`src/rtl/ils_pkg.sv`:
```
`timescale 1ns / 1ps
// ils_pkg: shared types and constants for the indexed list store
// no dependencies; used by every module under rtl

package ils_pkg;

  // default sizing of the store
  localparam int unsigned DefCapacity  = 16;
  localparam int unsigned DefDataWidth = 32;

  // fixed field widths on the stream ports
  localparam int unsigned OpcodeW   = 3;
  localparam int unsigned PositionW = 5;
  localparam int unsigned ValueW    = 32;
  localparam int unsigned StatusW   = 2;
  localparam int unsigned TotalW    = 5;

  // packed beat widths, rounded up to whole bytes
  localparam int unsigned InBits   = OpcodeW + PositionW + ValueW;
  localparam int unsigned InTdataW = ((InBits + 7) / 8) * 8;
  localparam int unsigned OutBits  = ValueW + StatusW + TotalW + 1;
  localparam int unsigned OutTdataW = ((OutBits + 7) / 8) * 8;

  // list operations
  typedef enum logic [OpcodeW-1:0] {
    OP_ADD_FRONT    = 3'd0,
    OP_ADD_REAR     = 3'd1,
    OP_REMOVE_FRONT = 3'd2,
    OP_REMOVE_REAR  = 3'd3,
    OP_INSERT_AT    = 3'd4,
    OP_REMOVE_AT    = 3'd5
  } op_e;

  // result status codes
  typedef enum logic [StatusW-1:0] {
    ST_OK    = 2'd0,
    ST_UNDER = 2'd1,
    ST_RANGE = 2'd2,
    ST_FULL  = 2'd3
  } status_e;

  // one input item
  typedef struct packed {
    logic [OpcodeW-1:0]          opcode;
    logic [PositionW-1:0]        position;
    logic signed [ValueW-1:0]    value;
  } item_t;

  // one result item
  typedef struct packed {
    logic signed [ValueW-1:0]    removed_value;
    status_e                     status;
    logic [TotalW-1:0]           entry_total;
    logic                        is_empty;
  } result_t;

endpackage

```
`src/rtl/ils_in_reg.sv`:
```
`timescale 1ns / 1ps
// ils_in_reg: input register stage holding one accepted item
// depends on ils_pkg for the item type

module ils_in_reg (
  input  logic           clk_i,
  input  logic           rst_ni,
  input  logic           in_valid_i,
  output logic           in_ready_o,
  input  ils_pkg::item_t in_item_i,
  input  logic           next_ready_i,
  output logic           fire_o,
  output ils_pkg::item_t item_o
);

  logic           valid_q, valid_d;
  ils_pkg::item_t item_q;

  // item leaves when the result register can take it
  assign fire_o     = valid_q && next_ready_i;
  assign in_ready_o = !valid_q || next_ready_i;
  assign item_o     = item_q;

  // occupancy of the stage
  always_comb begin
    valid_d = valid_q;
    if (in_valid_i && in_ready_o) begin
      valid_d = 1'b1;
    end else if (fire_o) begin
      valid_d = 1'b0;
    end
  end

  always_ff @(posedge clk_i or negedge rst_ni) begin
    if (!rst_ni) begin
      valid_q <= 1'b0;
    end else begin
      valid_q <= valid_d;
    end
  end

  // payload capture on an accepted beat
  always_ff @(posedge clk_i) begin
    if (in_valid_i && in_ready_o) begin
      item_q <= in_item_i;
    end
  end

endmodule

```
`src/rtl/ils_core.sv`:
```
`timescale 1ns / 1ps
// ils_core: slot array with parallel shift, entry count and status decode
// depends on ils_pkg for item, result, opcode and status types

module ils_core #(
  parameter int unsigned CAPACITY   = ils_pkg::DefCapacity,
  parameter int unsigned DATA_WIDTH = ils_pkg::DefDataWidth
) (
  input  logic             clk_i,
  input  logic             rst_ni,
  input  logic             apply_i,
  input  ils_pkg::item_t   item_i,
  output ils_pkg::result_t result_o
);

  localparam int unsigned IW = (CAPACITY > 1) ? $clog2(CAPACITY) : 1;
  localparam int unsigned CW = $clog2(CAPACITY + 1);
  localparam int unsigned EW = (CW + 1 > ils_pkg::PositionW + 1) ? CW + 1
                                                                 : ils_pkg::PositionW + 1;

  logic [DATA_WIDTH-1:0] slots_q [CAPACITY];
  logic [DATA_WIDTH-1:0] slots_d [CAPACITY];
  logic [CW-1:0]         cnt_q, cnt_d, cnt_m1;
  logic [EW-1:0]         pos_e, cnt_e, pos_m1;
  logic                  full, empty;
  logic                  do_ins, do_del;
  logic [IW-1:0]         ins_idx, del_idx;
  ils_pkg::status_e      status;
  logic [DATA_WIDTH-1:0] new_val, rd_val;
  logic [63:0]           rd_wide;
  logic [15:0]           cnt_wide;

  // widened operands for the position checks
  assign pos_e  = EW'(item_i.position);
  assign cnt_e  = EW'(cnt_q);
  assign pos_m1 = pos_e - EW'(1);
  assign cnt_m1 = cnt_q - CW'(1);
  assign full   = (cnt_q == CW'(CAPACITY));
  assign empty  = (cnt_q == '0);

  // stored value keeps the low bits, zero filled above the port width
  assign new_val = DATA_WIDTH'({32'b0, item_i.value});

  // operation decode
  always_comb begin
    status  = ils_pkg::ST_OK;
    do_ins  = 1'b0;
    do_del  = 1'b0;
    ins_idx = '0;
    del_idx = '0;
    case (ils_pkg::op_e'(item_i.opcode))
      ils_pkg::OP_ADD_FRONT: begin
        if (full) status = ils_pkg::ST_FULL;
        else      do_ins = 1'b1;
      end
      ils_pkg::OP_ADD_REAR: begin
        if (full) begin
          status = ils_pkg::ST_FULL;
        end else begin
          do_ins  = 1'b1;
          ins_idx = cnt_q[IW-1:0];
        end
      end
      ils_pkg::OP_REMOVE_FRONT: begin
        if (empty) status = ils_pkg::ST_UNDER;
        else       do_del = 1'b1;
      end
      ils_pkg::OP_REMOVE_REAR: begin
        if (empty) begin
          status = ils_pkg::ST_UNDER;
        end else begin
          do_del  = 1'b1;
          del_idx = cnt_m1[IW-1:0];
        end
      end
      ils_pkg::OP_INSERT_AT: begin
        if (pos_e == '0 || pos_e > cnt_e + EW'(1)) begin
          status = ils_pkg::ST_RANGE;
        end else if (full) begin
          status = ils_pkg::ST_FULL;
        end else begin
          do_ins  = 1'b1;
          ins_idx = pos_m1[IW-1:0];
        end
      end
      ils_pkg::OP_REMOVE_AT: begin
        if (pos_e == '0 || pos_e > cnt_e) begin
          status = ils_pkg::ST_RANGE;
        end else begin
          do_del  = 1'b1;
          del_idx = pos_m1[IW-1:0];
        end
      end
      default: begin
        status = ils_pkg::ST_OK;
      end
    endcase
  end

  // per-slot next value: insert shifts up, removal closes the gap
  for (genvar k = 0; k < CAPACITY; k++) begin : g_slot
    logic [DATA_WIDTH-1:0] above;
    if (k < CAPACITY - 1) begin : g_mid
      assign above = slots_q[k+1];
    end else begin : g_top
      assign above = slots_q[k];
    end
    if (k > 0) begin : g_up
      always_comb begin
        slots_d[k] = slots_q[k];
        if (do_ins && IW'(k) == ins_idx)     slots_d[k] = new_val;
        else if (do_ins && IW'(k) > ins_idx) slots_d[k] = slots_q[k-1];
        else if (do_del && IW'(k) >= del_idx) slots_d[k] = above;
      end
    end else begin : g_front
      always_comb begin
        slots_d[k] = slots_q[k];
        if (do_ins && ins_idx == '0)      slots_d[k] = new_val;
        else if (do_del && del_idx == '0) slots_d[k] = above;
      end
    end
  end

  // slot storage, no reset
  always_ff @(posedge clk_i) begin
    if (apply_i) begin
      slots_q <= slots_d;
    end
  end

  // entry count
  always_comb begin
    cnt_d = cnt_q;
    if (do_ins)      cnt_d = cnt_q + CW'(1);
    else if (do_del) cnt_d = cnt_m1;
  end

  always_ff @(posedge clk_i or negedge rst_ni) begin
    if (!rst_ni) begin
      cnt_q <= '0;
    end else if (apply_i) begin
      cnt_q <= cnt_d;
    end
  end

  // result fields
  assign rd_val   = slots_q[del_idx];
  assign rd_wide  = 64'(rd_val);
  assign cnt_wide = 16'(cnt_d);

  always_comb begin
    result_o.removed_value = do_del ? rd_wide[31:0] : '0;
    result_o.status        = status;
    result_o.entry_total   = cnt_wide[ils_pkg::TotalW-1:0];
    result_o.is_empty      = (cnt_d == '0);
  end

endmodule

```
`src/rtl/ils_out_reg.sv`:
```
`timescale 1ns / 1ps
// ils_out_reg: result register in front of the master-side stream
// depends on ils_pkg for the result type

module ils_out_reg (
  input  logic             clk_i,
  input  logic             rst_ni,
  input  logic             load_i,
  input  ils_pkg::result_t result_i,
  output logic             load_ready_o,
  output logic             out_valid_o,
  input  logic             out_ready_i,
  output ils_pkg::result_t result_o
);

  logic             valid_q, valid_d;
  ils_pkg::result_t result_q;

  // a new result may enter when the held beat is empty or leaving
  assign load_ready_o = !valid_q || out_ready_i;
  assign out_valid_o  = valid_q;
  assign result_o     = result_q;

  // occupancy of the result register
  always_comb begin
    valid_d = valid_q;
    if (load_i) begin
      valid_d = 1'b1;
    end else if (out_ready_i) begin
      valid_d = 1'b0;
    end
  end

  always_ff @(posedge clk_i or negedge rst_ni) begin
    if (!rst_ni) begin
      valid_q <= 1'b0;
    end else begin
      valid_q <= valid_d;
    end
  end

  // result capture
  always_ff @(posedge clk_i) begin
    if (load_i) begin
      result_q <= result_i;
    end
  end

endmodule

```
`src/rtl/indexed_list_store.sv`:
```
`timescale 1ns / 1ps
// indexed_list_store: ordered list of up to CAPACITY values, one operation per beat
// an accepted input beat is held in the input register, and its result in the result register
// throughput: one item per cycle while the result stream is not stalled, set by the parallel shift of the slot array
// reset: entry count cleared, both stage valids cleared; slot contents are not reset
// depends on ils_pkg, ils_in_reg, ils_core, ils_out_reg

module indexed_list_store #(
  parameter int unsigned CAPACITY   = ils_pkg::DefCapacity,
  parameter int unsigned DATA_WIDTH = ils_pkg::DefDataWidth
) (
  input  logic                          clk_i,
  input  logic                          rst_ni,
  input  logic                          s_axis_tvalid,
  output logic                          s_axis_tready,
  // opcode [2:0], position [7:3], value [39:8]
  input  logic [ils_pkg::InTdataW-1:0]  s_axis_tdata,
  output logic                          m_axis_tvalid,
  input  logic                          m_axis_tready,
  // removed_value [31:0], status [33:32], entry_total [38:34], is_empty [39]
  output logic [ils_pkg::OutTdataW-1:0] m_axis_tdata
);

  ils_pkg::item_t   in_item, cur_item;
  ils_pkg::result_t core_res, out_res;
  logic             fire, load_ready;

  // unpack the input beat
  always_comb begin
    in_item.opcode   = s_axis_tdata[2:0];
    in_item.position = s_axis_tdata[7:3];
    in_item.value    = s_axis_tdata[39:8];
  end

  ils_in_reg u_in_reg (
    .clk_i        (clk_i),
    .rst_ni       (rst_ni),
    .in_valid_i   (s_axis_tvalid),
    .in_ready_o   (s_axis_tready),
    .in_item_i    (in_item),
    .next_ready_i (load_ready),
    .fire_o       (fire),
    .item_o       (cur_item)
  );

  ils_core #(
    .CAPACITY   (CAPACITY),
    .DATA_WIDTH (DATA_WIDTH)
  ) u_core (
    .clk_i    (clk_i),
    .rst_ni   (rst_ni),
    .apply_i  (fire),
    .item_i   (cur_item),
    .result_o (core_res)
  );

  ils_out_reg u_out_reg (
    .clk_i        (clk_i),
    .rst_ni       (rst_ni),
    .load_i       (fire),
    .result_i     (core_res),
    .load_ready_o (load_ready),
    .out_valid_o  (m_axis_tvalid),
    .out_ready_i  (m_axis_tready),
    .result_o     (out_res)
  );

  // pack the result beat
  assign m_axis_tdata = {out_res.is_empty, out_res.entry_total,
                         out_res.status, out_res.removed_value};

endmodule

```
`config.mk`:
```
export PLATFORM = sky130hd
export DESIGN_NAME = indexed_list_store
export DESIGN_NICKNAME = d
export VERILOG_FILES = /design/src/rtl/ils_pkg.sv /design/src/rtl/ils_in_reg.sv /design/src/rtl/ils_core.sv /design/src/rtl/ils_out_reg.sv /design/src/rtl/indexed_list_store.sv
export SDC_FILE = /design/constraint.sdc
export NUM_CORES = 2
export LEC_CHECK = 0
export BUFFER_PORTS_ARGS = -buffer_cell sky130_fd_sc_hd__buf_2
export CAP_MARGIN = 20
export CORE_AREA = 2 2 364 366
export CTS_BUF_LIST = sky130_fd_sc_hd__clkbuf_16
export CTS_CLUSTER_SIZE = 8
export DETAILED_ROUTE_END_ITERATION = 7
export DIE_AREA = 0 0 366 368
export PLACE_DENSITY_LB_ADDON = 0.05
export SYNTH_ARGS = -nofsm -noshare
export SYNTH_HDL_FRONTEND = slang
export SYNTH_SLANG_ARGS = --single-unit
```
`constraint.sdc`:
```
create_clock -name clk_i -period 6.6 [get_ports clk_i]
set_input_delay 0.99 -clock clk_i [delete_from_list [all_inputs] [get_ports clk_i]]
set_output_delay 0.99 -clock clk_i [all_outputs]
set_load 0.01 [all_outputs]
```
==> results by group <==
Critical path
  – CP arrival: 5.43 ns
  – CP Max Fanout: 41
  – CP Class: flop to flop
  – Worst endpoint required time: 6.92 ns
  – Critical Path End Type: flop
  – Critical Path Source Type: flop

STA
  – Final setup viols: 0
  – Final Cycle Share: 77.4%
  – Setup Total Neg Slack: 0 ns
  – Fin Hold WS: 0.132 ns
  – FMAX: 196 MHz
  – Slew Viols, Final: 0
  – Final WS setup: 1.49 ns
  – Clk_skew: 0.0341 ns
  – Pin slew with the least headroom to its limit: 1.16 ns
  – RSZ-0062 raised after global routing: false
  – Rel. slew slack: 22.4%
  – Final hold vios: 0
  – Fin crit period: 5.11 ns

Layout
  – Design Area, Final: 38,600 µm²
  – Storage cell area: 18,000 µm²
  – Antenna Cells: 0
  – Layout area overhead: 14.4%
  – Fill cells: 13,531
  – Layout cells sized above 1: 11.3%
  – Final std cells w/o fill: 5,053
  – Nets: 3,325
  – Multi-input gate area: 14,700 µm²

Routing
  – Drc violations: 0
  – WL met2: 68,100 µm
  – Routed WL per cell: 28.9 µm
  – Top Layer Used: met4
  – Detail Route Antenna Nets: 0
  – Met1 WL: 67,200 µm
  – Via density: 5.23
  – Router iterations before antenna repair: 6
  – Vias: 26,433
  – DR iter-0 viols: 2,758
  – Met3 WL post-DR: 7680 µm
  – Final wirelength: 146,000 µm

Synth
  – Post-synth EDFFs: 592
  – Synthesized instance count: 3,302
  – XOR/XNOR Fraction of Synth Area: 0.337%
  – Synth Area in Adders: 0.481%
  – Compound-Gate Fraction of Synth Area: 11.3%
  – Syn Nets: 3,359
  – Sequential fraction of the synthesis area: 53.1%
  – Synth Area in Simple Gates: 14.6%
  – Mux cell area share after synthesis: 15.8%
  – Count of synthesis-stage warnings from yosys: 0
  – Main combinational cell family by area after synthesis: multiplexers
  – Syn_area_per_cell: 10.2 µm²
  – Seq cells post-synth: 599
  – Synth async-reset ratio: 1.17%
  – Ys flop type: edfxtp_1
  – Mapped Area: 33,800 µm²
  – Yosys cell types: 67

Clocking
  – Number of hold buffers added after cts: 0
  – Post_cts resized: 0
  – CTS tree: yes
  – Postcts setup bufs: 0
  – CTS clk-pin slew, worst paths: 0.05 ns
  – H-tree lvl count: 3
  – CTS Buf Count: 87
  – CTS Sinks: 599
  – Max clock buf depth: 3
  – Clock root cell: clkbuf_16
  – Worst-Skew Late Latency: 0.72 ns

Power and ir drop
  – P per Cell Area: 372 nW/µm²
  – Lkg Pwr: 14.7 nW
  – Peak supply drop: 0.176 mV

Global routing
  – First-pass GRT wire length: 205,000 µm
  – Gr ovfl total: 0
  – Total Routing Usage GR: 21.2%
  – Vias in the first global route: 25,605
  – Largest net degree at the start of global routing: 67
  – Antenna violations before repair: 5

Place
  – Cells after DPL: 4,933
  – Post-Place Worst Slack: 1.60 ns
  – DP Wirelength: 87,300 µm
  – # port buffers: 85
  – RD Place Congestion: 0.802
  – Placed inst area: 36,300 µm²

Status
  – Status: completed

Worst hold path
  – HP Class: input pin to asynchronous set/reset pin

Die
  – Core area: 131,000 µm²
  – Die height: 368 µm
  – Io pins: 86
  – Initial core utilization: 25.8%
  – Die Wd: 366 µm
  – Die area: 135,000 µm²
  – # rows: 133

Run
  – Max Cap Viol: 0
-- placed cells by master (no fill, tap or decap), types with 12 or more instances in the layout --
cell	synthesis	final
a21oi_1	251	240
buf_2	96	85
ha_1	13	13
a22oi_1	19	19
mux2_1	30	30
a31oi_1	105	102
nor2_1	322	315
buf_12	0	17
inv_1	44	62
clkbuf_16	0	88
edfxtp_1	592	592
nand3_1	181	181
a32oi_1	35	35
nand2_1	656	644
o21ai_0	144	144
o211ai_1	12	12
buf_4	17	58
mux2_2	36	36
a222oi_1	32	32
mux4_2	14	14
mux2i_1	427	427
-- worst paths after layout --
kind | slack (ns) | cells after the start | from | to
worst max-delay path | 1.49 | 12 | u_core.cnt_q[0] | u_core.g_slot[2].above[7]
worst min-delay path | 0.13 | 1 | rst_ni | u_core.cnt_q[4]
worst max register to register | 1.49 | 12 | u_core.cnt_q[0] | u_core.g_slot[2].above[7]
worst min register to register | 0.51 | 1 | u_in_reg.valid_q | u_out_reg.out_valid_o
max in group asynchronous | 6.28 | 1 | rst_ni | u_core.cnt_q[1]
min in group clk_i | 0.46 | 1 | s_axis_tdata[27] | u_in_reg.item_o[19]
-- critical path, cell delays in order (launching register included) --
cell and delay (ns):
dfrtp_1 0.55, inv_1 0.16, ha_1 0.44, inv_1 0.11
ha_1 0.29, nor2b_1 0.13, o21bai_1 0.18, a21oi_1 0.14
o41ai_1 0.78, and3_4 0.74, a21oi_1 0.16, nor2_4 0.43
buf_4 0.53
-- cell families (layout without fill, tap and decap cells) --
kind of cell,after synthesis,in the layout
mux,507,507
simple gates,1207,1207
compound gates,633,633
buf+inv,330,326
xor+xnor,13,13
fa+ha+maj,13,13
flops,599,599
-- per-layer routing --
layer	up-vias	GRT usage, %
met2	984	34.7
li1	11958	-
met4	0	5.77
met3	183	2.75
met1	13308	29.3
met5	-	0
-- cell type report --
class	instances	area share, %
clock buffer	88	5.70
clock inverter	31	0.460
inverter	45	0.437
multi-input combinational	2373	38.1
sequential	599	46.5
tap	1755	5.68
timing repair buffer	162	3.17
-- flip-flops by register name, indices dropped and copies added, names as in the netlist --
name / flops
u_in_reg.item_o: 40
u_core.slots_q: 32
u_out_reg.result_o: 40
u_core.cnt_q: 5
u_in_reg.valid_q: 1
u_out_reg.out_valid_o: 1
u_core.g_slot.above: 480
-- through the flow --
stage               utilization [%]  total power (W)
finish                         29.5           0.0144
global route                   29.5           0.0151
CTS                            29.5           0.0146
detailed placement             27.7           0.0103
global placement               27.7           0.0102
floorplan                         -          0.00845
-- power by group --
part	leakage [nW]	switching [W]	internal (W)	total, W
clock network	1.24	0.00182	0.00236	0.00418
logic	7.83	0.00292	0.00154	0.00446
registers	5.61	0.000555	0.00518	0.00574
total	14.7	0.00529	0.00909	0.0144
-- Yosys cell counts (all sizes together) (2+ instances only) --
master  count  area share, %
nand2     656            7.3
edfxtp    592             53
mux2i     427             13
nor2      325            3.6
a21oi     251            3.7
nand3     184            2.8
o21ai     149            2.2
buf       144            2.4
clkbuf    141            1.6
a31oi     107            2.0
mux2       66            2.2
inv        45           0.50
a32oi      35           0.91
a222oi     32           0.95
a22oi      19           0.42
mux4       14           0.93
ha         13           0.48
o211ai     13           0.30
xnor2      11           0.29
and2        8           0.15
dfrtp       7           0.52
and3        6           0.11
a21o        5           0.11
nor3        5           0.10
o22ai       5          0.093
nand2b      4          0.074
a31o        3          0.078
nand3b      3          0.067
or3         3          0.056
a211oi      2          0.059
nand4b      2          0.052
nor2b       2          0.037
nor3b       2          0.044
nor4        2          0.037
o22a        2          0.052
xor2        2          0.052
Note: power is estimated with default switching activity, not from simulation.
